[src/hw/rtl/assert_macros.svh]
// assertion macros shared by the rgbd rtl files
// no dependencies; define NO_ASSERTIONS to compile them out
`ifndef ASSERT_MACROS_SVH
`define ASSERT_MACROS_SVH
`ifndef NO_ASSERTIONS
`define ASSERT_PROP(lbl, clk, rst_n, prop, msg) \
    lbl: assert property (@(posedge clk) disable iff (!rst_n) prop) else $error(msg);
`define ASSERT_NEVER(lbl, clk, rst_n, expr, msg) \
    lbl: assert property (@(posedge clk) disable iff (!rst_n) !(expr)) else $error(msg);
`else
`define ASSERT_PROP(lbl, clk, rst_n, prop, msg)
`define ASSERT_NEVER(lbl, clk, rst_n, expr, msg)
`endif
`endif

[src/hw/rtl/rgbd_pkg.sv]
// shared types and constants of the 2x2 rgb box downscaler
// no dependencies
package rgbd_pkg;

    localparam int CFG_DATA_BITS    = 12;
    localparam int ROW_BITS         = 11;
    localparam int HEIGHT_LIMIT     = 2048;
    localparam int NUM_CH           = 3;
    localparam int MAX_WIDTH_DEF    = 2048;
    localparam int CHANNEL_BITS_DEF = 8;

    localparam logic [CFG_DATA_BITS-1:0] RESET_WIDTH  = 12'd640;
    localparam logic [CFG_DATA_BITS-1:0] RESET_HEIGHT = 12'd480;

    typedef enum logic [0:0] {
        REG_IMAGE_WIDTH  = 1'b0,
        REG_IMAGE_HEIGHT = 1'b1
    } cfg_idx_t;

    // per-word control from the position logic
    typedef struct packed {
        logic wr_en;
        logic rd_en;
        logic last;
    } rgbd_ctrl_t;

endpackage

[src/hw/rtl/rgbd_out_if.sv]
// handshake channel for halved output pixels
// no dependencies
interface rgbd_out_if #(
    parameter int CHANNEL_BITS = 8
);
    logic                    valid;
    logic                    ready;
    logic [CHANNEL_BITS-1:0] out_red;
    logic [CHANNEL_BITS-1:0] out_green;
    logic [CHANNEL_BITS-1:0] out_blue;
    logic                    frame_last;

    modport source (output valid, output out_red, output out_green, output out_blue,
                    output frame_last, input ready);
    modport sink   (input valid, input out_red, input out_green, input out_blue,
                    input frame_last, output ready);
endinterface

[src/hw/rtl/rgbd_merge.sv]
// adds stored pair sums to the current pair, averages, and holds the output word
// depends on rgbd_pkg, rgbd_out_if and assert_macros.svh
`include "assert_macros.svh"

module rgbd_merge #(
    parameter int CHANNEL_BITS = rgbd_pkg::CHANNEL_BITS_DEF
) (
    input  logic                          clk,
    input  logic                          rst_n,
    input  rgbd_pkg::rgbd_ctrl_t          ctrl,
    input  logic [3*(CHANNEL_BITS+1)-1:0] pair,
    input  logic [3*(CHANNEL_BITS+1)-1:0] line_data,
    output logic                          slot_free,
    rgbd_out_if.source                    halved
);
    import rgbd_pkg::*;

    localparam int CB = CHANNEL_BITS;
    localparam int PB = CHANNEL_BITS + 1;

    logic                   s1_valid_reg;
    logic [NUM_CH*PB-1:0]   s1_pair_reg;
    logic                   s1_last_reg;
    logic                   s1_adv;
    logic                   out_valid_reg;
    logic [NUM_CH*CB-1:0]   out_pix_reg;
    logic [NUM_CH*CB-1:0]   out_pix_next;
    logic                   out_last_reg;
    logic [PB:0]            sum4;

    assign s1_adv    = s1_valid_reg && (!out_valid_reg || halved.ready);
    assign slot_free = !s1_valid_reg || s1_adv;

    always_comb
    begin
        sum4 = '0;
        for (int c = 0; c < NUM_CH; c++)
        begin
            sum4 = {1'b0, line_data[c*PB +: PB]} + {1'b0, s1_pair_reg[c*PB +: PB]};
            out_pix_next[c*CB +: CB] = sum4[PB:2];
        end
    end

    always_ff @(posedge clk or negedge rst_n)
    begin
        if (!rst_n)
        begin
            s1_valid_reg  <= 1'b0;
            out_valid_reg <= 1'b0;
        end
        else
        begin
            // stage 1 waits for the line store read data
            if (ctrl.rd_en)
            begin
                s1_valid_reg <= 1'b1;
            end
            else if (s1_adv)
            begin
                s1_valid_reg <= 1'b0;
            end

            if (s1_adv)
            begin
                out_valid_reg <= 1'b1;
            end
            else if (halved.ready)
            begin
                out_valid_reg <= 1'b0;
            end
        end
    end

    always_ff @(posedge clk)
    begin
        if (ctrl.rd_en)
        begin
            s1_pair_reg <= pair;
            s1_last_reg <= ctrl.last;
        end
        if (s1_adv)
        begin
            out_pix_reg  <= out_pix_next;
            out_last_reg <= s1_last_reg;
        end
    end

    assign halved.valid      = out_valid_reg;
    assign halved.out_red    = out_pix_reg[0*CB +: CB];
    assign halved.out_green  = out_pix_reg[1*CB +: CB];
    assign halved.out_blue   = out_pix_reg[2*CB +: CB];
    assign halved.frame_last = out_last_reg;

    `ASSERT_PROP(a_rd_needs_slot, clk, rst_n, ctrl.rd_en |-> slot_free, "word accepted into a busy stage")
    `ASSERT_PROP(a_s1_holds, clk, rst_n, s1_valid_reg && !s1_adv |=> s1_valid_reg && $stable(s1_pair_reg), "stalled stage lost its word")
    `ASSERT_PROP(a_s1_to_out, clk, rst_n, s1_adv |=> out_valid_reg, "advanced word missing at output")

endmodule

[src/flat_wrapper.sv]
// flat-port wrapper written by rule: the top's interface ports become plain ports
module rgbd_merge_flat import rgbd_pkg::*;
#(
    parameter int CHANNEL_BITS = rgbd_pkg::CHANNEL_BITS_DEF
)
  (clk, rst_n, ctrl, pair, line_data, slot_free, halved_valid, halved_out_red, halved_out_green, halved_out_blue, halved_frame_last, halved_ready);
  rgbd_out_if #(.CHANNEL_BITS(CHANNEL_BITS)) halved_i ();
  input  logic clk;
  input  logic rst_n;
  input  rgbd_pkg::rgbd_ctrl_t ctrl;
  input  logic [3*(CHANNEL_BITS+1)-1:0] pair;
  input  logic [3*(CHANNEL_BITS+1)-1:0] line_data;
  output logic slot_free;
  output wire logic [$bits(halved_i.valid)-1:0] halved_valid;
  output wire logic [$bits(halved_i.out_red)-1:0] halved_out_red;
  output wire logic [$bits(halved_i.out_green)-1:0] halved_out_green;
  output wire logic [$bits(halved_i.out_blue)-1:0] halved_out_blue;
  output wire logic [$bits(halved_i.frame_last)-1:0] halved_frame_last;
  input wire logic [$bits(halved_i.ready)-1:0] halved_ready;
  assign halved_valid = halved_i.valid;
  assign halved_out_red = halved_i.out_red;
  assign halved_out_green = halved_i.out_green;
  assign halved_out_blue = halved_i.out_blue;
  assign halved_frame_last = halved_i.frame_last;
  assign halved_i.ready = halved_ready;
  rgbd_merge #(.CHANNEL_BITS(CHANNEL_BITS)) u_core (.clk(clk), .rst_n(rst_n), .ctrl(ctrl), .pair(pair), .line_data(line_data), .slot_free(slot_free), .halved(halved_i));
endmodule
[config.mk]
export PLATFORM = sky130hd
export DESIGN_NAME = rgbd_merge_flat
export DESIGN_NICKNAME = d
export VERILOG_FILES = /design/src/hw/rtl/rgbd_pkg.sv /design/src/hw/rtl/rgbd_out_if.sv /design/src/hw/rtl/rgbd_merge.sv /design/src/flat_wrapper.sv
export VERILOG_INCLUDE_DIRS = /design/src /design/src/hw/rtl
export SDC_FILE = /design/constraint.sdc
export NUM_CORES = 1
export LEC_CHECK = 0
export BUFFER_PORTS_ARGS = -buffer_cell sky130_fd_sc_hd__buf_2
export CAP_MARGIN = 10
export CORE_ASPECT_RATIO = 1.1
export CORE_MARGIN = 1.5
export CORE_UTILIZATION = 45
export CTS_CLUSTER_SIZE = 40
export DETAILED_ROUTE_END_ITERATION = 7
export PLACE_DENSITY = 0.79
export SLEW_MARGIN = 20
export SYNTH_ARGS = -nofsm -noshare
export SYNTH_HDL_FRONTEND = slang
export SYNTH_SLANG_ARGS = --single-unit
[constraint.sdc]
create_clock -name clk -period 1.65 [get_ports clk]
set_input_delay 0.0825 -clock clk [delete_from_list [all_inputs] [get_ports clk]]
set_output_delay 0.0825 -clock clk [all_outputs]
set_load 0.01 [all_outputs]
**Word-level counts from Yosys, hierarchy flattened**

Index checks and enable logic that the tools add are counted.

- ROM bits: 0
- Bits in latches: 0
- Memory bits (writable): 0
- Input bits: 60
- Bits in registers: 55
- Output and inout port bits: 27
- Memories kept: 0

- Bitwise operators: 0
- Equal/unequal tests: 0
- Multiply operators: 0
- Shift operators: 0
- Reduce and logical (&&, ||, !) cells: 7
- Divide/modulo/power cells: 0
- Mux-type cells: 4
- Add/subtract/negate cells: 3
- Magnitude comparators: 0

Operators by type and width:

| kind | count |
|---|---|
| adder 9 x 9 -> 10 bit | 3 |
| two-way mux 1 bit | 4 |
| nonzero test 2 bit | 2 |
| zero test 1 bit | 2 |
| logical OR 1 bit | 2 |
| logical AND 1 bit | 1 |

**Logic depth before layout (Yosys ltp)**

- Depth in word-level cells: 5
- Depth in mapped cells: 5

**Worst setup path before layout**

No wires, ideal clock.

- Path kind: reg2reg
- Start point: reg u_core.s1_pair_reg[24]
- End point: reg u_core.out_pix_reg[23], data pin
- Data arrival time: 1541 ps
- Setup time: 254 ps
- Required time: 1396 ps
- Slack: -145 ps
- Clock period less this slack: 1795 ps
- Stages on the path, launching flop included: 6
- Path through: edfxtp_1 -> ha_1 -> a21o_1 -> a22o_1 -> a211o_1 -> a21o_1

- Longest elaborated chain between the ends: 1

Ends and longest elaborated chain:

| what | RTL line | text |
|---|---|---|
| start, declared | rgbd_merge.sv:22 | `logic [NUM_CH*PB-1:0] s1_pair_reg;` |
| start signal, assigned | rgbd_merge.sv:78 | `s1_pair_reg <= pair;` |
| adder 9 x 9 -> 10 bit | rgbd_merge.sv:39 | `sum4 = {1'b0, line_data[c*PB +: PB]} + {1'b0, s1_pair_reg[c*PB +: PB]};` |
| via u_core.out_pix_next[23] | rgbd_merge.sv:27 | `logic [NUM_CH*CB-1:0] out_pix_next;` |
| end signal, assigned | rgbd_merge.sv:83 | `out_pix_reg <= out_pix_next;` |
| end, declared | rgbd_merge.sv:26 | `logic [NUM_CH*CB-1:0] out_pix_reg;` |

The timed path passes the listed nets, and every way through them passes these cells.
A chain may end at the register's enable or synchronous reset.

**Final worst setup path**

- Start point: reg u_core.s1_pair_reg[15]
- End point: reg u_core.out_pix_reg[15], data pin

Same word-level chain as after synthesis.

==> impl_metrics.tcl <==
set metrics [dict create \
    die_w_um 74.9 \
    synth.area.top_cells "edfxtp_1 62%, ha_1 12%, xnor2_1 4.1%" \
    final_cell_count_no_fill 391 \
    p_total_mw 3.48 \
    worst_path_max_delay_cell "edfxtp_1" \
    dp_hpwl_um 3650 \
    area_growth_pct 54.7 \
    n_antenna_cell 0 \
    syn_inst 167 \
    cts.clk_slew.worst_paths_ns 0.09 \
    skew_ns 0.00766 \
    max_freq_ghz 0.548 \
    leakage_nw 1.65 \
    synth.top_cell.area_share_pct 62.2 \
    slew_headroom_pct 54.7 \
    cts_root_buf "clkbuf_8" \
    tritoncts "done" \
    ir_drop_uv 668 \
    drcViolationCount 0 \
    setup_violations 8 \
    cpMostUsedCell "a21o_1" \
    grt_overflow 0 \
    cts_made_buffers 5 \
    layout.nets 399 \
    clkLatencyLatePin_ns 0.30 \
    slew_violations 0 \
    antenna_found_initial 0 \
    synth_area_leader_cell "edfxtp_1" \
    viasPerCell 4.91 \
    placed_cell_area_um2 3340 \
    synth_area_um2 2560 \
    finalSetupTns_ns -0.745 \
    fin_util_pct 72.9 \
    final.fill_count 337 \
    synth_warnings 0 \
    start_util_pct 47.1 \
    core_um2 5430 \
    worst_path_largest_cell_delay_ns 0.45 \
    yosysUniqueCellTypes 31 \
    design_area_um2 3960 \
    hold_class "in2reg" \
    drive_gt1_share_pct 49.1 \
    grt_usage_pct 18.1 \
    io_buffer_count 85 \
    wire_per_inst_um 14.3 \
    htree_levels 2 \
    regArea_um2 1640 \
    setup_slack_ns -0.174 \
    worstPathMaxFanout 3 \
    die_area_um2 6150 \
    crit_chain "ha_4, a21o_1, a22o_1, a211o_1, a21o_1" \
    yosys_register_bits 55 \
    clk_path_buf_depth 2 \
    worst_pin_slew_ns 0.679 \
    power_density_nw_per_um2 880 \
    dp_slack_ns -0.124 \
    hold_ws_ns 0.0709 \
    drv_cap 0 \
    drt_wl_total_um 5580 \
    min_period_ns 1.82 \
    grt_pass1_vias 1866 \
    drtIter0Drc 42 \
    cp-end-kind "flip-flop" \
    grt_max_degree 30 \
    largest_reg_flops 27 \
    synth_edf_count 53 \
    crit_path_start_kind "flip-flop" \
    first_pass_iters 4 \
    yosys_most_used_dff "edfxtp_1" \
    multi_input_area_um2 1190 \
    fp-row-count 28 \
    synth-async-reset-ratio_pct 3.64 \
    synth_commonest_cells "53 x edfxtp_1, 24 x ha_1, 12 x xnor2_1" \
    r2r_slack_ns -0.17 \
    syn_area_per_cell_um2 15.3 \
    synth_nets 251 \
    die_y_um 82.1 \
    io_pins 87 \
    outcome "finished with violations" \
    drtAntennaViolNets 0 \
    worstPathArrival_ns 1.89 \
    place_inst 348 \
    violations "setup timing" \
    grt_pass1_wl_um 8180 \
    fin_crit_sh_pct 111 \
    required_ns 1.72 \
    vias 1921 \
    yosysSeqAreaShare_pct 64.2 \
    numClockSinks 55 \
    synthMostInstantiatedCell "edfxtp_1" \
    routabilityCongestion 0.789 \
    rsz0062_at_grt "yes" \
    hold_violations 0 \
    critPathKind "reg2reg" \
]
## worst max-delay path, delay by kind of cell, from the launching register on
kind | cells | cell delay, ns
AO/OA/AOI/OAI | 4 | 0.88
adder cells (fa/ha/maj) | 1 | 0.25
flip-flops | 1 | 0.45
## metal layers
metal	up-vias	routed length [um]	GRT usage [%]
met2	69	2860	31.9
met5	-	0	0
met1	892	2280	20.9
met3	15	263	3.80
li1	945	-	-
met4	0	174	8.18
## worst paths after layout
path / start / to / cells after the start
hold reg to reg: u_core.s1_last_reg$_DFFE_PP_ / u_core.halved.frame_last$_DFFE_PP_ / 0
setup / recovery: u_core.s1_pair_reg[15]$_DFFE_PP_ / u_core.out_pix_reg[15]$_DFFE_PP_ / 5
hold / removal: halved_ready / u_core.halved.valid$_DFFE_PN0P_ / 3
min in group asynchronous: rst_n / u_core.halved.valid$_DFFE_PN0P_ / 2
max in group asynchronous: rst_n / u_core.s1_valid_reg$_DFFE_PN0P_ / 2
setup reg to reg: u_core.s1_pair_reg[15]$_DFFE_PP_ / u_core.out_pix_reg[15]$_DFFE_PP_ / 5
## placed cells by master (no fill, tap or decap), drive strengths merged
master | Yosys | layout
nand2 | 5 | 5
nand3 | 1 | 1
a211o | 2 | 2
clkinv | 0 | 1
ha | 24 | 24
and2 | 1 | 1
a221oi | 4 | 4
dlygate4sd3 | 0 | 29
inv | 3 | 3
o311ai | 1 | 1
nor2b | 1 | 1
xor2 | 5 | 5
o21bai | 2 | 2
edfxtp | 53 | 53
clkbuf | 0 | 6
and4 | 1 | 1
clkinvlp | 0 | 1
and3 | 4 | 4
buf | 0 | 112
nand2b | 5 | 5
a21o | 8 | 8
dfrtp | 2 | 2
a31oi | 3 | 3
nor3 | 2 | 2
a22o | 2 | 2
nand4 | 2 | 2
a21oi | 10 | 10
nand3b | 1 | 1
a2111oi | 1 | 1
xnor2 | 12 | 12
a211oi | 1 | 1
nor2 | 9 | 9
o211ai | 2 | 2
## where the power goes
| part | internal (mW) | total (mW) | switching [mW] |
|---|---|---|---|
| Sequential | 1.74 | 1.79 | 0.0511 |
| Combinational | 0.533 | 0.993 | 0.460 |
| Clock | 0.297 | 0.703 | 0.406 |
| Total | 2.57 | 3.48 | 0.916 |
## area by class of cell
| class | count | area share [%] |
|---|---|---|
| sequential | 55 | 41.5 |
| timing repair buffer | 141 | 23.6 |
| inverter | 3 | 0.284 |
| multi-input combinational | 109 | 30.1 |
| clock inverter | 2 | 0.316 |
| clock buffer | 6 | 1.83 |
| tap | 75 | 2.37 |
## cell families after synthesis
kind of cell | share of synthesized area, %
xor+xnor | 5.82
simple gates | 6.90
compound gates | 11.0
fa+ha+maj | 11.7
buf+inv | 0.440
flops | 64.2
## timing repair
| action | 4_1_cts | 5_1_grt |
|---|---|---|
| hold buffers | 29 | 0 |
| pin swaps | 5 | 9 |
| setup buffers | 5 | 1 |
| gates resized for setup | 9 | 20 |
| gates cloned | 0 | 0 |
| setup endpoints to repair | 9 | 19 |
| hold endpoints to repair | 30 | 0 |
(Power assumes the default switching activity.)
