===== src/hw/rtl/assert_macros.svh =====
// assertion macros shared by the rgbd rtl files
// no dependencies; define NO_ASSERTIONS to compile them out
`ifndef ASSERT_MACROS_SVH
`define ASSERT_MACROS_SVH
`ifndef NO_ASSERTIONS
`define ASSERT_PROP(lbl, clk, rst_n, prop, msg) \
    lbl: assert property (@(posedge clk) disable iff (!rst_n) prop) else $error(msg);
`define ASSERT_NEVER(lbl, clk, rst_n, expr, msg) \
    lbl: assert property (@(posedge clk) disable iff (!rst_n) !(expr)) else $error(msg);
`else
`define ASSERT_PROP(lbl, clk, rst_n, prop, msg)
`define ASSERT_NEVER(lbl, clk, rst_n, expr, msg)
`endif
`endif


===== src/hw/rtl/rgbd_pkg.sv =====
// shared types and constants of the 2x2 rgb box downscaler
// no dependencies
package rgbd_pkg;

    localparam int CFG_DATA_BITS    = 12;
    localparam int ROW_BITS         = 11;
    localparam int HEIGHT_LIMIT     = 2048;
    localparam int NUM_CH           = 3;
    localparam int MAX_WIDTH_DEF    = 2048;
    localparam int CHANNEL_BITS_DEF = 8;

    localparam logic [CFG_DATA_BITS-1:0] RESET_WIDTH  = 12'd640;
    localparam logic [CFG_DATA_BITS-1:0] RESET_HEIGHT = 12'd480;

    typedef enum logic [0:0] {
        REG_IMAGE_WIDTH  = 1'b0,
        REG_IMAGE_HEIGHT = 1'b1
    } cfg_idx_t;

    // per-word control from the position logic
    typedef struct packed {
        logic wr_en;
        logic rd_en;
        logic last;
    } rgbd_ctrl_t;

endpackage


===== src/hw/rtl/rgbd_pix_if.sv =====
// handshake channel for incoming rgb pixels
// no dependencies
interface rgbd_pix_if #(
    parameter int CHANNEL_BITS = 8
);
    logic                    valid;
    logic                    ready;
    logic [CHANNEL_BITS-1:0] in_red;
    logic [CHANNEL_BITS-1:0] in_green;
    logic [CHANNEL_BITS-1:0] in_blue;

    modport source (output valid, output in_red, output in_green, output in_blue,
                    input ready);
    modport sink   (input valid, input in_red, input in_green, input in_blue,
                    output ready);
endinterface


===== src/hw/rtl/rgbd_front.sv =====
// size registers, raster position counters, left pixel hold and pair sums
// depends on rgbd_pkg, rgbd_pix_if and assert_macros.svh
`include "assert_macros.svh"

module rgbd_front #(
    parameter int MAX_WIDTH      = rgbd_pkg::MAX_WIDTH_DEF,
    parameter int CHANNEL_BITS   = rgbd_pkg::CHANNEL_BITS_DEF,
    parameter int LINE_ADDR_BITS = 10
) (
    input  logic                                 clk,
    input  logic                                 rst_n,
    input  logic                                 cfg_we,
    input  rgbd_pkg::cfg_idx_t                   cfg_index,
    input  logic [rgbd_pkg::CFG_DATA_BITS-1:0]   cfg_data,
    rgbd_pix_if.sink                             pixel,
    input  logic                                 slot_free,
    output rgbd_pkg::rgbd_ctrl_t                 ctrl,
    output logic [LINE_ADDR_BITS-1:0]            slot,
    output logic [3*(CHANNEL_BITS+1)-1:0]        pair
);
    import rgbd_pkg::*;

    localparam int COL_BITS   = $clog2(MAX_WIDTH);
    localparam int CW         = $clog2(MAX_WIDTH + 1);
    localparam int SW         = (CW > CFG_DATA_BITS) ? CW : CFG_DATA_BITS;
    localparam int LINE_DEPTH = MAX_WIDTH / 2;
    localparam int CB         = CHANNEL_BITS;
    localparam int PB         = CHANNEL_BITS + 1;

    logic [CFG_DATA_BITS-1:0] width_reg;
    logic [CFG_DATA_BITS-1:0] height_reg;
    logic [COL_BITS-1:0]      col_reg;
    logic [COL_BITS-1:0]      col_next;
    logic [ROW_BITS-1:0]      row_reg;
    logic [ROW_BITS-1:0]      row_next;
    logic [NUM_CH*CB-1:0]     left_reg;

    logic [CB-1:0]            px [NUM_CH];
    logic [SW-1:0]            w_ext;
    logic [SW-1:0]            w_sat;
    logic [CW-1:0]            w;
    logic [CW-1:0]            w_m1;
    logic [CW-1:0]            last_col;
    logic [CW-1:0]            col_ext;
    logic [CFG_DATA_BITS-1:0] h;
    logic [CFG_DATA_BITS-1:0] h_m1;
    logic [CFG_DATA_BITS-1:0] last_row;
    logic [CFG_DATA_BITS-1:0] row_ext;
    logic [COL_BITS-1:0]      half_col;
    logic [COL_BITS-1:0]      masked_col;
    logic                     at_end;
    logic                     row_end;
    logic                     active;
    logic                     accept;

    assign px[0] = pixel.in_red;
    assign px[1] = pixel.in_green;
    assign px[2] = pixel.in_blue;

    assign pixel.ready = slot_free;
    assign accept      = pixel.valid && slot_free;

    always_comb
    begin
        // size registers saturate into the supported range
        w_ext = SW'(width_reg);
        if (w_ext < SW'(2))
        begin
            w_sat = SW'(2);
        end
        else if (w_ext > SW'(MAX_WIDTH))
        begin
            w_sat = SW'(MAX_WIDTH);
        end
        else
        begin
            w_sat = w_ext;
        end
        w = w_sat[CW-1:0];

        if (height_reg < CFG_DATA_BITS'(2))
        begin
            h = CFG_DATA_BITS'(2);
        end
        else if (height_reg > CFG_DATA_BITS'(HEIGHT_LIMIT))
        begin
            h = CFG_DATA_BITS'(HEIGHT_LIMIT);
        end
        else
        begin
            h = height_reg;
        end

        w_m1     = w - CW'(1);
        h_m1     = h - CFG_DATA_BITS'(1);
        last_col = {w[CW-1:1], 1'b0} - CW'(1);
        last_row = {h[CFG_DATA_BITS-1:1], 1'b0} - CFG_DATA_BITS'(1);
        col_ext  = CW'(col_reg);
        row_ext  = CFG_DATA_BITS'(row_reg);
        at_end   = (col_ext >= w_m1);
        row_end  = (row_ext >= h_m1);
        // a trailing odd column does nothing
        active   = !at_end || col_reg[0];

        half_col   = col_reg >> 1;
        masked_col = half_col & COL_BITS'(LINE_DEPTH - 1);
        slot       = masked_col[LINE_ADDR_BITS-1:0];

        for (int c = 0; c < NUM_CH; c++)
        begin
            pair[c*PB +: PB] = PB'(left_reg[c*CB +: CB]) + PB'(px[c]);
        end

        // even rows store pair sums unless this is a trailing odd row
        ctrl.wr_en = accept && active && col_reg[0] && !row_reg[0] && (row_ext < h_m1);
        ctrl.rd_en = accept && active && col_reg[0] && row_reg[0];
        ctrl.last  = (col_ext == last_col) && (row_ext == last_row);

        if (at_end)
        begin
            col_next = '0;
            row_next = row_end ? '0 : row_reg + 1'b1;
        end
        else
        begin
            col_next = col_reg + 1'b1;
            row_next = row_reg;
        end
    end

    always_ff @(posedge clk or negedge rst_n)
    begin
        if (!rst_n)
        begin
            width_reg  <= RESET_WIDTH;
            height_reg <= RESET_HEIGHT;
            col_reg    <= '0;
            row_reg    <= '0;
            left_reg   <= '0;
        end
        else
        begin
            if (cfg_we)
            begin
                case (cfg_index)
                    REG_IMAGE_WIDTH:  width_reg  <= cfg_data;
                    REG_IMAGE_HEIGHT: height_reg <= cfg_data;
                    default:          width_reg  <= width_reg;
                endcase
            end
            if (accept)
            begin
                col_reg <= col_next;
                row_reg <= row_next;
                if (active && !col_reg[0])
                begin
                    left_reg <= {px[2], px[1], px[0]};
                end
            end
        end
    end

    `ASSERT_NEVER(a_no_rw_same_word, clk, rst_n, ctrl.wr_en && ctrl.rd_en, "line store read and write in one cycle")
    `ASSERT_PROP(a_col_wraps, clk, rst_n, accept && at_end |=> col_reg == COL_BITS'(0), "column did not wrap")
    `ASSERT_PROP(a_col_steps, clk, rst_n, accept && !at_end |=> col_reg == $past(col_reg) + 1'b1, "column did not step")

endmodule


===== src/flat_wrapper.sv =====
// flat-port wrapper written by rule: the top's interface ports become plain ports
module rgbd_front_flat import rgbd_pkg::*;
#(
    parameter int MAX_WIDTH      = rgbd_pkg::MAX_WIDTH_DEF,
    parameter int CHANNEL_BITS   = rgbd_pkg::CHANNEL_BITS_DEF,
    parameter int LINE_ADDR_BITS = 10
)
  (clk, rst_n, cfg_we, cfg_index, cfg_data, slot_free, ctrl, slot, pair, pixel_valid, pixel_in_red, pixel_in_green, pixel_in_blue, pixel_ready);
  rgbd_pix_if #(.CHANNEL_BITS(CHANNEL_BITS)) pixel_i ();
  input  logic clk;
  input  logic rst_n;
  input  logic cfg_we;
  input  rgbd_pkg::cfg_idx_t cfg_index;
  input  logic [rgbd_pkg::CFG_DATA_BITS-1:0] cfg_data;
  input  logic slot_free;
  output rgbd_pkg::rgbd_ctrl_t ctrl;
  output logic [LINE_ADDR_BITS-1:0] slot;
  output logic [3*(CHANNEL_BITS+1)-1:0] pair;
  input wire logic [$bits(pixel_i.valid)-1:0] pixel_valid;
  input wire logic [$bits(pixel_i.in_red)-1:0] pixel_in_red;
  input wire logic [$bits(pixel_i.in_green)-1:0] pixel_in_green;
  input wire logic [$bits(pixel_i.in_blue)-1:0] pixel_in_blue;
  output wire logic [$bits(pixel_i.ready)-1:0] pixel_ready;
  assign pixel_i.valid = pixel_valid;
  assign pixel_i.in_red = pixel_in_red;
  assign pixel_i.in_green = pixel_in_green;
  assign pixel_i.in_blue = pixel_in_blue;
  assign pixel_ready = pixel_i.ready;
  rgbd_front #(.MAX_WIDTH(MAX_WIDTH), .CHANNEL_BITS(CHANNEL_BITS), .LINE_ADDR_BITS(LINE_ADDR_BITS)) u_core (.clk(clk), .rst_n(rst_n), .cfg_we(cfg_we), .cfg_index(cfg_index), .cfg_data(cfg_data), .pixel(pixel_i), .slot_free(slot_free), .ctrl(ctrl), .slot(slot), .pair(pair));
endmodule

===== config.mk =====
export PLATFORM = sky130hd
export DESIGN_NAME = rgbd_front_flat
export DESIGN_NICKNAME = d
export VERILOG_FILES = /design/src/hw/rtl/rgbd_pkg.sv /design/src/hw/rtl/rgbd_pix_if.sv /design/src/hw/rtl/rgbd_front.sv /design/src/flat_wrapper.sv
export VERILOG_INCLUDE_DIRS = /design/src /design/src/hw/rtl
export SDC_FILE = /design/constraint.sdc
export NUM_CORES = 1
export LEC_CHECK = 0
export BUFFER_PORTS_ARGS = -buffer_cell sky130_fd_sc_hd__buf_2
export CAP_MARGIN = 25
export CORE_MARGIN = 10
export CORE_UTILIZATION = 40
export CTS_CLUSTER_SIZE = 8
export DETAILED_ROUTE_END_ITERATION = 10
export HOLD_SLACK_MARGIN = 0.05
export PLACE_DENSITY = 0.55
export SLEW_MARGIN = 40
export SYNTH_ARGS = -nofsm -noshare
export SYNTH_HDL_FRONTEND = slang
export SYNTH_SLANG_ARGS = --single-unit

===== constraint.sdc =====
create_clock -name clk -period 6 [get_ports clk]
set_input_delay 0.9 -clock clk [delete_from_list [all_inputs] [get_ports clk]]
set_output_delay 0.9 -clock clk [all_outputs]
set_load 0.02 [all_outputs]

**After elaboration in Yosys (flattened, before gate mapping)**

Cells that the tools add are included.

- Bits of input ports: 42
- Flip-flop bits (word level): 70
- Output and inout port bits: 41
- Word-level logic and storage cells: 46

- Order comparisons: 7
- Reduce and logical (&&, ||, !) cells: 16
- Eq/ne operators: 2
- Multiplexer cells: 6
- Bitwise logic cells: 1
- Add/subtract/negate cells: 9

Operators with widths:

| operator | count |
|---|---|
| 2-to-1 mux 12 bit | 4 |
| subtractor 12 x 1 -> 12 bit, second input constant | 4 |
| adder 8 x 8 -> 9 bit | 3 |
| equality test 11 x 12 -> 1 bit | 2 |
| >= comparator 11 x 12 -> 1 bit | 2 |
| > comparator 12 bit, second input constant | 2 |
| < comparator 12 x 2 -> 1 bit, second input constant | 2 |
| adder 11 x 1 -> 11 bit, second input constant | 2 |
| 2-to-1 mux 11 bit | 2 |
| < comparator 11 x 12 -> 1 bit | 1 |
| logical AND 1 bit | 8 |
| AND reduction 2 bit | 4 |
| logical NOT 1 bit | 3 |
| logical OR 1 bit | 1 |
| inverter 1 bit | 1 |

**Depth between registers and ports, before layout**

Gate-level depths: netlist (run 1).

- Depth after elaboration: 11
- Mapped depth: 20

**Worst setup path after synthesis (run 1)**

No wires, ideal clock.

- Kind: flip-flop to output port
- Start point: register u_core.height_reg[8]
- End point: output port ctrl[2] (netlist name)
- Stages on the path, launching flop included: 15
- Required time: 5100 ps
- Path slack: 1438 ps
- Data arrival time: 3662 ps
- Cells stage by stage: dfstp_2 clkbuf_1 nor4_4 nor4b_4 o21ai_0 ha_1 clkbuf_1 nand3_1 o21ai_0 o21a_1 ha_1 o211a_1 a221oi_1 a21oi_1 nor3_1

RTL lines:

| what | RTL line | RTL |
|---|---|---|
| from (decl) | rgbd_front.sv:31 | `logic [CFG_DATA_BITS-1:0] height_reg;` |
| from (signal assigned) | rgbd_front.sv:147 | `REG_IMAGE_HEIGHT: height_reg <= cfg_data;` |
| to (decl) | flat_wrapper.sv:16 | `output rgbd_pkg::rgbd_ctrl_t ctrl;` |

==> impl_metrics.csv, run 1 <==
group,metric,value,unit
worst_setup_path,startpoint_type,"flip-flop",
power_and_ir_drop,p_switching,1.045,mW
floorplanning,num_rows,44,
timing,tightest_slew,0.6703,ns
finish,syn2layout_area_growth,12.42,%
power_and_ir_drop,seq_power_share,29.4,%
floorplanning,core_area,14530,um^2
power_and_ir_drop,p_leak,3.027,nW
route,routedWlPerCell,18.18,um
finish,antenna_cells,0,
route,wirelength,16490,um
synth,synth_area,5934,um^2
placement,gp_congestion,0.9283,
finish,instances_no_fill,907,
synth,synthesis.nets,761,
status,status,"finished, final reports clean",
cts,htreeDepth,3,
floorplanning,die_h,141.8,um
synth,synth-edff-count,0,
timing,drv_slew,0,
global_routing,antenna_found_initial,1,
floorplanning,ios,83,
global_routing,track_usage,16.26,%
timing,rsz0062_at_grt,"false",
cts,cts_made_buffers,9,
power_and_ir_drop,pwr-share-clk,21.4,%
route,num_vias,5117,
global_routing,grt_pass1_wl,26270,um
cts,cts_tree,"done",
worst_setup_path,worstPathRequired,5.10,ns
timing,fin_tns_setup,0,ns
worst_setup_path,endpoint_kind,"output pin",
timing,period_share,90.18,%
placement,placed_cells,891,
route,drcViolationCount,0,
synth,synth.distinct_cells,76,
power_and_ir_drop,swShare,43.32,%
cts,root_buffer,"clkbuf_16",
worst_setup_path,path_max_fanout,15,
cts,clk_pin_slew,0.06,ns
synth,ys_ff_latch,70,
route,drt-vias-per-instance,5.642,
timing,relSlewSlack,55.31,%
global_routing,grt_pass1_vias,4970,
synth,synth_cells,663,
timing,setup_viol,0,
floorplanning,die_x,141.8,um
synth,yosys_warnings,0,
cts,hold_buffers,0,
global_routing,grt-ovfl-total,0,
worst_setup_path,crit_arrival,4.51,ns
worst_setup_path,path_class,"reg -> out",
cts,clock_path_buffers,2,
worst_hold_path,hold_path_class,"reg -> reg",
timing,clock.fmax,184.8,MHz
synth,synth_flop_cell,"dfrtp_1",
timing,hold_viol,0,
timing,finClkSkew,0.005612,ns
finish,fin_nets,816,
power_and_ir_drop,peakVddDrop,0.3032,mV
placement,place_hpwl,12630,um
synth,synthArstFlopShare,100.0,%
floorplanning,start_util,40.83,%
power_and_ir_drop,internal_power,1.368,mW
power_and_ir_drop,power_density,361.7,nW/um^2
finish,largest_register_ffs,24,
timing,period_needed,5.411,ns
flow_run,cap_viol_max_count,0,
placement,numPortBuffers,82,
power_and_ir_drop,comb_power_share,49.2,%
floorplanning,fp.dieArea,20110,um^2
route,drt_iter0_drc,362,
cts,worst_skew_pair.late_latency,0.34,ns
cts,cts.sinks,70,
synth,avgSynthCellArea,8.951,um^2
finish,drive_gt1_share,21.44,%
route,drt_first_pass_iters,5,
route,ant_nets,0,
synth,seq_area_frac_synth,29.64,%
global_routing,grt_max_degree,71,
stage by stage:
stage / utilization, % / power, mW / cell area [um^2] / hold slack [ns] / setup slack (ns)
finish: 45.90 / 2.413 / 6671 / 0.4887 / 0.5893
global route: 45.90 / 2.613 / 6671 / 0.5080 / 0.1191
CTS: 45.89 / 2.446 / 6669 / 0.4955 / 0.4418
detailed placement: 43.91 / 1.911 / 6382 / 0.4819 / 0.8303
global placement: 43.89 / 1.897 / 6379 / 0.4719 / 0.8944
floorplan: - / 1.576 / 5934 / 0.4623 / 1.438
worst paths after layout:
path / from / to / slack, ns / cells after the start
min reg2reg: u_core.left_reg[20]$_DFFE_PN0P_ / u_core.left_reg[20]$_DFFE_PN0P_ / 0.49 / 1
min in group asynchronous: rst_n / u_core.height_reg[10]$_DFFE_PN0P_ / 0.66 / 2
max in group asynchronous: rst_n / u_core.left_reg[15]$_DFFE_PN0P_ / 4.87 / 2
max: u_core.height_reg[3]$_DFFE_PN0P_ / ctrl[2] / 0.59 / 15
min: u_core.left_reg[20]$_DFFE_PN0P_ / u_core.left_reg[20]$_DFFE_PN0P_ / 0.49 / 1
max reg2reg: u_core.w_ext[3]$_DFFE_PN0P_ / u_core.left_reg[7]$_DFFE_PN0P_ / 1.12 / 17
cell families after synthesis:
group,Yosys count,synth area share (%)
AO/OA/AOI/OAI,152,17.02
XOR/XNOR,47,6.936
adder cells (fa/ha/maj),56,12.19
buffers and inverters,75,5.967
flip-flops,70,29.64
multiplexers,48,9.045
AND/OR/NAND/NOR,215,19.21
layout by cell type (no fill, tap or decap), types with 6 or more instances in the layout:
master     synthesis  final
a21o_1            16     16
a21oi_1           32     32
and3_1             6      6
buf_2              4     82
clkbuf_16          0      9
dfrtp_1           64     64
dfstp_2            6      6
ha_1              53     52
inv_1             31     31
mux2_1            16     16
mux2_2            29     29
nand2_1           50     50
nand2b_1           7      7
nand3_1           26     26
nand4_1            6      6
nor2_1            54     54
nor2b_1           13     13
nor3_1            13     13
o21ai_0           39     39
o311ai_1           6      6
xnor2_1           30     30
xor2_1            17     17
cell type report:
class	instances	area (um^2)
inverter	32	120.1
clock buffer	11	252.7
multi-input combinational	518	3824
fill	1477	7863
sequential	70	1759
timing repair buffer	87	451.7
clock inverter	5	33.78
tap	184	230.2
cells in the mapped netlist, drive strengths merged, types with 3 or more instances:
| master | count | share of area, % |
|---|---|---|
| a211oi | 5 | 0.63 |
| a21o | 16 | 2.0 |
| mux2 | 45 | 8.5 |
| buf | 22 | 2.6 |
| a31oi | 3 | 0.32 |
| o21a | 4 | 0.51 |
| inv | 32 | 2.0 |
| o211ai | 4 | 0.51 |
| fa | 3 | 1.0 |
| a22oi | 3 | 0.38 |
| or3 | 5 | 0.61 |
| a311oi | 3 | 0.44 |
| and2 | 5 | 0.57 |
| nand2 | 51 | 3.3 |
| nand4 | 6 | 0.63 |
| or2 | 4 | 0.42 |
| o311ai | 7 | 1.0 |
| o21ai | 41 | 3.5 |
| a21boi | 3 | 0.38 |
| nor3b | 3 | 0.38 |
| mux2i | 3 | 0.51 |
| xor2 | 17 | 2.5 |
| nor4 | 6 | 0.99 |
| nor2b | 13 | 1.4 |
| nor3 | 17 | 2.0 |
| nor2 | 54 | 3.4 |
| nand2b | 7 | 0.74 |
| ha | 53 | 11 |
| dfrtp | 64 | 27 |
| dfstp | 6 | 2.7 |
| xnor2 | 30 | 4.4 |
| nor4b | 3 | 0.70 |
| or4 | 3 | 0.38 |
| and4 | 3 | 0.44 |
| and3 | 6 | 0.63 |
| a22o | 4 | 0.59 |
| nand3 | 27 | 2.4 |
| a21oi | 32 | 2.7 |
| clkbuf | 21 | 1.3 |
| o31ai | 4 | 0.51 |
metal layers:
layer / vias up / wire [um] / GRT usage, %
met5: - / 10 / 0
met4: 2 / 395 / 6.186
met3: 26 / 1174 / 4.706
met2: 169 / 7774 / 26.28
met1: 2425 / 7135 / 19.98
li1: 2495 / - / -
timing repair:
action                                 4_1_cts  5_1_grt
endpoints found under the hold margin        0        0
gates resized for setup                      0        1
setup endpoints to repair                    0        1
setup buffers                                0        0
worst max-delay path, cell delays in order (launching register included):
cell      delay, ns
dfrtp_1        0.51
or3_4          0.47
nor4b_4        0.44
o21ai_0        0.21
ha_2           0.33
nand2b_1       0.19
o311ai_1       0.17
o21ai_0        0.17
a21oi_1        0.16
ha_1           0.26
a21oi_1        0.16
o21ai_0        0.11
a221oi_1       0.39
a21oi_1        0.13
nor3_1         0.25
buf_2          0.21
power by group through the flow:
stage	Clock, mW	Sequential [mW]	Combinational (mW)
finish	0.517	0.709	1.19
floorplan	0	0.657	0.919
detailed placement	0	0.717	1.19
global placement	0	0.713	1.18
global route	0.551	0.728	1.33
CTS	0.535	0.708	1.20
Note: power is estimated with default switching activity, not from simulation.
==> run 2: changes to the inputs <==
ABC_AREA = 1   (was unset)
BUFFER_PORTS_ARGS = unset   (was -buffer_cell sky130_fd_sc_hd__buf_2)
CELL_PAD_IN_SITES_DETAIL_PLACEMENT = 1   (was unset)
CELL_PAD_IN_SITES_GLOBAL_PLACEMENT = 1   (was unset)
DONT_BUFFER_PORTS = 1   (was unset)
PLACE_DENSITY = 0.67   (was 0.55)
==> run 2 against run 1 <==
Setup slack improved by 0.79 ns. Design area decreased by 7.1%. Clock power rose by 20%. Worst hold slack got worse by 0.24 ns. Largest cell class unchanged.
==> impl_metrics.csv, run 2 <==
group,metric,value,unit
power_and_ir_drop,peakVddDrop,0.2459,mV
timing,period_needed,4.620,ns
cts,root_buffer,"clkbuf_16",
worst_setup_path,crit_arrival,3.72,ns
cts,cts_setup_buffers,0,
worst_setup_path,critical_path.most_common_cell,"nand2_1",
timing,tightest_slew,0.6905,ns
finish,instances_no_fill,997,
route,drt-vias-per-instance,5.379,
cts,htreeDepth,3,
power_and_ir_drop,internal_power,1.437,mW
route,num_vias,5363,
placement,gp_congestion,0.8832,
power_and_ir_drop,total_power,2.807,mW
finish,largest_register_ffs,24,
synth,avgSynthCellArea,7.014,um^2
global_routing,grt_pass1_vias,5753,
worst_setup_path,worstPathRequired,5.10,ns
finish,final_cell_mix,"242 x nand2_1, 96 x inv_1, 74 x nor2_1",
synth,yosysTopAreaCellShare,27.44,%
global_routing,grt_pass1_wl,29470,um
global_routing,grt_max_degree,71,
synth,synth-simple-area-share,31.80,%
power_and_ir_drop,p_leak,3.296,nW
timing,period_share,77.00,%
synth,synth_top_cell_by_area,"dfrtp_1",
floorplanning,fp.dieArea,19820,um^2
route,wirelength,17740,um
worst_setup_path,r2r-end,"u_core.left_reg[21]$_DFFE_PN0P_",
synth,synthTopCellsByCount,"242 x nand2_1, 98 x inv_1, 74 x nor2_1, 64 x dfrtp_1, 54 x nand3_1",
timing,drv_slew,0,
floorplanning,num_rows,44,
route,ant_nets,0,
finish,antenna_cells,0,
worst_setup_path,cp_slowest_cell,"dfrtp_1",
cts,cts_tree,"done",
worst_setup_path,critPathMaxStageDelay,0.42,ns
synth,synth_flop_cell,"dfrtp_1",
placement,numPortBuffers,0,
power_and_ir_drop,comb_power_share,49.7,%
floorplanning,core_area,14420,um^2
power_and_ir_drop,seq_power_share,28.2,%
synth,yosys.area_share.xor_xnor,7.183,%
power_and_ir_drop,swShare,48.81,%
synth,synth_mux_area_share,0,%
cts,worst_skew_pair.late_latency,0.34,ns
synth,synth.most_common_cell,"nand2_1",
cts,clock_path_buffers,2,
synth,synth-edff-count,0,
placement,placed_cells,982,
synth,synth_compound_area_share,8.726,%
timing,hold_viol,0,
power_and_ir_drop,pwr-share-clk,22.2,%
power_and_ir_drop,power_density,452.6,nW/um^2
cts,cts_resized,0,
floorplanning,die_x,140.8,um
route,drcViolationCount,0,
synth,yosys_warnings,0,
cts,cts.sinks,70,
route,drt_first_pass_iters,4,
worst_hold_path,hold_path_class,"in -> async",
worst_setup_path,endpoint_kind,"output pin",
floorplanning,die_h,140.8,um
finish,fin_util,42.99,%
global_routing,grt-ovfl-total,0,
worst_setup_path,startpoint_type,"flip-flop",
route,routedWlPerCell,17.79,um
synth,synthArstFlopShare,100.0,%
worst_setup_path,crit_chain,"nor2_1, nand2_1, nor2_1, nand2_1, nand2_1, nand2_1, ha_1, nand2_1, inv_1, nand2_1, xnor2_1, ha_1, a21oi_1, o21ai_0, a21oi_1, nor2_1, o21ai_0, nand2_1, nand3_1, nand3_1, inv_1",
global_routing,antenna_found_initial,0,
cts,clk_pin_slew,0.06,ns
synth,synth_top_family_by_area,"simple AND/OR/NAND/NOR gates",
timing,clock.fmax,216.4,MHz
synth,synthesis.nets,930,
floorplanning,ios,83,
worst_setup_path,path_max_fanout,16,
finish,drive_gt1_share,4.182,%
timing,relSlewSlack,53.91,%
finish,layout_commonest_cell,"nand2_1",
timing,setup_viol,0,
finish,syn2layout_area_growth,6.261,%
flow_run,cap_viol_max_count,0,
finish,fin_nets,907,
timing,rsz0062_at_grt,"false",
synth,synth_area,5836,um^2
worst_setup_path,path_class,"reg -> out",
timing,fin_tns_setup,0,ns
worst_setup_path,r2r_slack,1.60,ns
worst_setup_path,r2r_start,"u_core.w_ext[3]$_DFFE_PN0P_",
floorplanning,start_util,40.46,%
global_routing,track_usage,18.02,%
timing,finClkSkew,0.004976,ns
worst_setup_path,cp.buffers_inverters,2,
synth,ys_ff_latch,70,
cts,cts_made_buffers,9,
worst_setup_path,crit_family,"simple AND/OR/NAND/NOR gates",
cts,hold_buffers,0,
placement,place_hpwl,13740,um
synth,yosys.area_share.adder,12.39,%
placement,pre_cts_slack,1.626,ns
timing,worst_slack,1.380,ns
status,status,"finished, final reports clean",
power_and_ir_drop,p_switching,1.370,mW
synth,seq_area_frac_synth,30.15,%
synth,synth_cells,832,
route,drt_iter0_drc,248,
synth,ys_top_cells_by_area,"dfrtp_1 27%, nand2_1 16%, ha_1 11%",
worst_setup_path,worstRegToRegCells,26,
synth,synth.distinct_cells,37,
run 2: cell count changes in the layout (fill, tap and decap cells not counted), moves of 16 or more:
cell / previous run / this run
nand3_1: 26 / 54
xnor2_1: 30 / 11
nor2_1: 54 / 74
nand4_1: 6 / 34
mux2_1: 16 / 0
mux2_2: 29 / 0
inv_1: 31 / 96
xor2_1: 17 / 35
buf_2: 82 / 0
nand2_1: 50 / 242
run 2: cells by family after synthesis:
family,count (synthesis)
compound gates,97
xor+xnor,47
fa+ha+maj,56
buf+inv,132
flops,70
simple gates,430
run 2: worst max path at each step:
| stage | startpoint | end | cells after the start |
|---|---|---|---|
| floorplan | u_core.height_reg[5]$_DFFE_PN1P_ | ctrl[2] | 21 |
| global placement | u_core.w_ext[4]$_DFFE_PN0P_ | u_core.left_reg[12]$_DFFE_PN0P_ | 26 |
| detailed placement | u_core.w_ext[4]$_DFFE_PN0P_ | u_core.left_reg[21]$_DFFE_PN0P_ | 26 |
| CTS | u_core.height_reg[5]$_DFFE_PN1P_ | ctrl[2] | 20 |
| global route | u_core.height_reg[4]$_DFFE_PN0P_ | ctrl[2] | 21 |
| finish | u_core.height_reg[4]$_DFFE_PN0P_ | ctrl[2] | 21 |
run 2: power by group through the flow:
| stage | Clock (mW) | Sequential [mW] | Combinational [mW] |
|---|---|---|---|
| 2_1_floorplan | 0 | 0.710 | 1.21 |
| 3_3_place_gp | 0 | 0.793 | 1.36 |
| 3_5_place_dp | 0 | 0.799 | 1.41 |
| 4_1_cts | 0.640 | 0.793 | 1.42 |
| 5_1_grt | 0.655 | 0.813 | 1.60 |
| 6_report | 0.622 | 0.790 | 1.39 |
run 2: per-layer routing:
| metal | wire, um | track usage (%) | vias up |
|---|---|---|---|
| met1 | 7724 | 21.58 | 2625 |
| met2 | 8782 | 31.03 | 81 |
| met3 | 988 | 4.602 | 17 |
| li1 | - | - | 2640 |
| met5 | 0 | 0 | - |
| met4 | 241 | 5.163 | 0 |
run 2: worst reg2reg max path: stages (launching register included):
cell and delay [ns]:
dfrtp_1 0.43, nor2_1 0.12, nand2_1 0.07, nor2_2 0.12
nand2_1 0.07, nand2_2 0.24, nand2_1 0.12, nand2_1 0.17
inv_1 0.11, ha_1 0.20, nand3_1 0.12, nand2_1 0.11
nor2_2 0.19, xor2_1 0.21, ha_1 0.27, nand2_1 0.09
nor2_1 0.05, a211oi_1 0.19, nand2_1 0.11, nand2_1 0.07
nand2_1 0.05, nand2_1 0.06, nand2_1 0.16, nand2_4 0.34
nand3_4 0.37, nand2_1 0.18, nand2_1 0.07
run 2: through the flow:
step | hold slack (ns) | area (um^2)
floorplan | 0.4459 | 5836
global placement | 0.4566 | 5864
detailed placement | 0.4705 | 5864
CTS | 0.2381 | 6201
global route | 0.2380 | 6201
finish | 0.2531 | 6201
run 2: cell type report:
| cell class | count | area, um^2 |
|---|---|---|
| clock buffer | 9 | 225.2 |
| tap | 184 | 230.2 |
| sequential | 70 | 1759 |
| clock inverter | 6 | 111.4 |
| fill | 1861 | 8223 |
| inverter | 98 | 367.9 |
| multi-input combinational | 630 | 3507 |
==> run 3: changes to the inputs <==
PLACE_DENSITY = 0.7   (was 0.67)
clock period = 4.1 ns   (was 6 ns; I/O delays follow)
==> run 3 against run 2 <==
Register-to-register slack worse by 1.3 ns. Die area stayed put. First-iteration DRC count is 24% lower. Wire length is 1.9% higher. Sequential share of layout area is 0.90 points lower. Critical path depth is 2 lower. Power is 49% higher. Cell count is 1.7% higher. Highest routed layer unchanged. Critical endpoint unchanged. Clock power is 43% higher. Sequential cell count stayed put. Combinational power is 54% higher. Clock-buffer cell count is 1 higher.
==> impl_metrics.csv, run 3 (synthesis gave the netlist of run 2 again) <==
group,metric,value,unit
global_routing,use_met3,5.542,%
worst_setup_path,worstRegToRegCells,22,
cts,cts_tree,"done",
worst_setup_path,startpoint,"u_core.height_reg[8]$_DFFE_PN1P_",
route,wirelength,18070,um
route,num_vias,5407,
global_routing,track_usage,18.26,%
finish,syn2layout_area_growth,10.14,%
placement,place_hpwl,13870,um
flow_run,cap_viol_max_count,0,
worst_setup_path,cp_slowest_cell,"dfstp_2",
floorplanning,ios,83,
timing,timing.hold.ws,0.1016,ns
finish,fillers,1861,
finish,multi_input_area,3605,um^2
worst_setup_path,startpoint_type,"flip-flop",
timing,rsz0062_at_grt,"true",
worst_setup_path,worstPathRequired,3.48,ns
route,drcViolationCount,0,
worst_setup_path,r2r-end,"u_core.left_reg[11]$_DFFE_PN0P_",
worst_setup_path,crit_arrival,3.33,ns
floorplanning,fp.dieArea,19820,um^2
global_routing,grt_busiest_layer,"met2",
floorplanning,die_x,140.8,um
global_routing,grt-ovfl-total,0,
worst_setup_path,path_class,"reg -> out",
cts,htreeDepth,3,
worst_setup_path,cp.buffers_inverters,2,
status,status,"finished, final reports clean",
timing,setup_viol,0,
timing,hold_viol,0,
cts,root_buffer,"clkbuf_16",
finish,fin_nets,923,
worst_setup_path,cp.depth,19,
power_and_ir_drop,peakVddDrop,0.3565,mV
finish,fin_util,44.56,%
route,drt_iter0_drc,188,
worst_setup_path,critPathMaxStageDelay,0.56,ns
route,ant_nets,0,
worst_hold_path,hold_path_class,"in -> async",
worst_setup_path,r2r_slack,0.34,ns
worst_setup_path,path_max_fanout,11,
timing,clock.fmax,253.3,MHz
global_routing,grt_max_degree,65,
route,routedWlPerCell,17.82,um
placement,gp_congestion,0.9437,
timing,relSlewSlack,56.47,%
floorplanning,core_area,14420,um^2
floorplanning,die_h,140.8,um
cts,cts.sinks,70,
global_routing,grt_pass1_wl,29480,um
global_routing,gr-usage-met2,31.28,%
finish,largest_register_ffs,24,
floorplanning,num_rows,44,
finish,antenna_cells,0,
finish,final_cell_mix,"236 x nand2_1, 96 x inv_1, 68 x nor2_1",
global_routing,antenna_found_initial,0,
timing,period_share,96.27,%
finish,layout_commonest_cell,"nand2_1",
global_routing,grt_pass1_vias,5726,
power_and_ir_drop,total_power,4.179,mW
worst_setup_path,r2r_start,"u_core.w_ext[9]$_DFFE_PN1P_",
route,drt-vias-per-instance,5.332,
worst_setup_path,crit_chain,"nand3b_1, nor2_1, nand2_1, nand2_2, buf_4, o21ai_0, nand2_1, nor2_4, xor2_1, ha_1, a21oi_1, o21ai_0, a21oi_1, nor2_1, o21ai_1, nand2_1, nand3_1, nand3_1, inv_2",
worst_setup_path,crit_path_end,"ctrl[2]",
floorplanning,start_util,40.46,%
timing,tightest_slew,0.6514,ns
cts,clk_pin_slew,0.07,ns
timing,finClkSkew,0.007754,ns
timing,worst_slack,0.1527,ns
global_routing,grt_util_met1,21.27,%
worst_setup_path,critical_path.most_common_cell,"nand2_1",
cts,worst_skew_pair.late_latency,0.36,ns
worst_setup_path,endpoint_kind,"output pin",
timing,drv_slew,0,
placement,numPortBuffers,0,
cts,clock_path_buffers,2,
placement,pre_cts_slack,0.1872,ns
route,drt_first_pass_iters,4,
power_and_ir_drop,power_density,650.1,nW/um^2
finish,regArea,1765,um^2
worst_setup_path,crit_family,"simple AND/OR/NAND/NOR gates",
cts,cts_made_buffers,9,
timing,period_needed,3.947,ns
finish,drive_gt1_share,8.795,%
power_and_ir_drop,p_leak,3.378,nW
-- run 3: cell types whose count changed in the layout (fill, tap and decap cells not counted), sizes merged --
cell	delta
buf	+15
inv	+2
bufinv	-1
clkbuf	+1
clkinv	-1
nand3	+1
-- run 3: worst min path at each step --
stage                                             to  cells past startpoint   from
floorplan              u_core.col_reg[0]$_DFFE_PN0P_                      0  rst_n
global placement       u_core.col_reg[8]$_DFFE_PN0P_                      0  rst_n
detailed placement     u_core.col_reg[8]$_DFFE_PN0P_                      0  rst_n
CTS                 u_core.height_reg[8]$_DFFE_PN1P_                      0  rst_n
global route             u_core.w_ext[7]$_DFFE_PN1P_                      0  rst_n
finish                   u_core.w_ext[7]$_DFFE_PN1P_                      0  rst_n
-- run 3: power by group --
| group | switching [mW] | internal, mW |
|---|---|---|
| clock | 0.348 | 0.539 |
| sequential | 0.265 | 0.891 |
| combinational | 1.47 | 0.671 |
| total | 2.08 | 2.10 |
-- run 3: worst register-to-register path, stage by stage (launching register included) --
cell     delay, ns
dfstp_2       0.58
nor2_1        0.05
nand2_1       0.08
nor2_2        0.05
nand2_2       0.07
nand2_4       0.05
buf_4         0.15
nand2_1       0.15
ha_1          0.25
inv_1         0.10
nor2_1        0.27
nand2_1       0.15
a21oi_1       0.20
xor2_1        0.20
ha_1          0.27
a21oi_1       0.16
nand2_1       0.07
nand2_1       0.06
nand2_1       0.14
nand2_4       0.15
nand3_2       0.27
nand2_1       0.15
nand2_1       0.06
-- run 3: stage by stage --
stage | cells | area [um^2] | TNS (ns)
3_5_place_dp | 989 | 5917 | 0
6_report | 1014 | 6427 | 0
3_3_place_gp | 989 | 5917 | 0
5_1_grt | 1014 | 6427 | -0.1169
4_1_cts | 1006 | 6284 | 0
2_1_floorplan | 832 | 5836 | 0
-- run 3: layer usage --
metal  routed length [um]  share of wire [%]
met3                  952                5.3
met4                  284                1.6
met2                 9042                 50
met1                 7786                 43
met5                    0                  0
-- run 3: final cells by class --
| cell class | instances | area share (%) |
|---|---|---|
| multi-input combinational | 631 | 56.08 |
| tap | 184 | 3.582 |
| clock buffer | 10 | 3.562 |
| inverter | 98 | 5.723 |
| timing repair buffer | 15 | 2.122 |
| sequential | 70 | 27.47 |
| clock inverter | 6 | 1.460 |
-- run 3: timing repair --
action	4_1_cts	5_1_grt
endpoints found under the setup margin	2	48
gates resized for setup	6	28
cloned	0	1
hold buffers	1	0
pin swaps	0	4
setup buffers	0	7
endpoints found under the hold margin	64	0
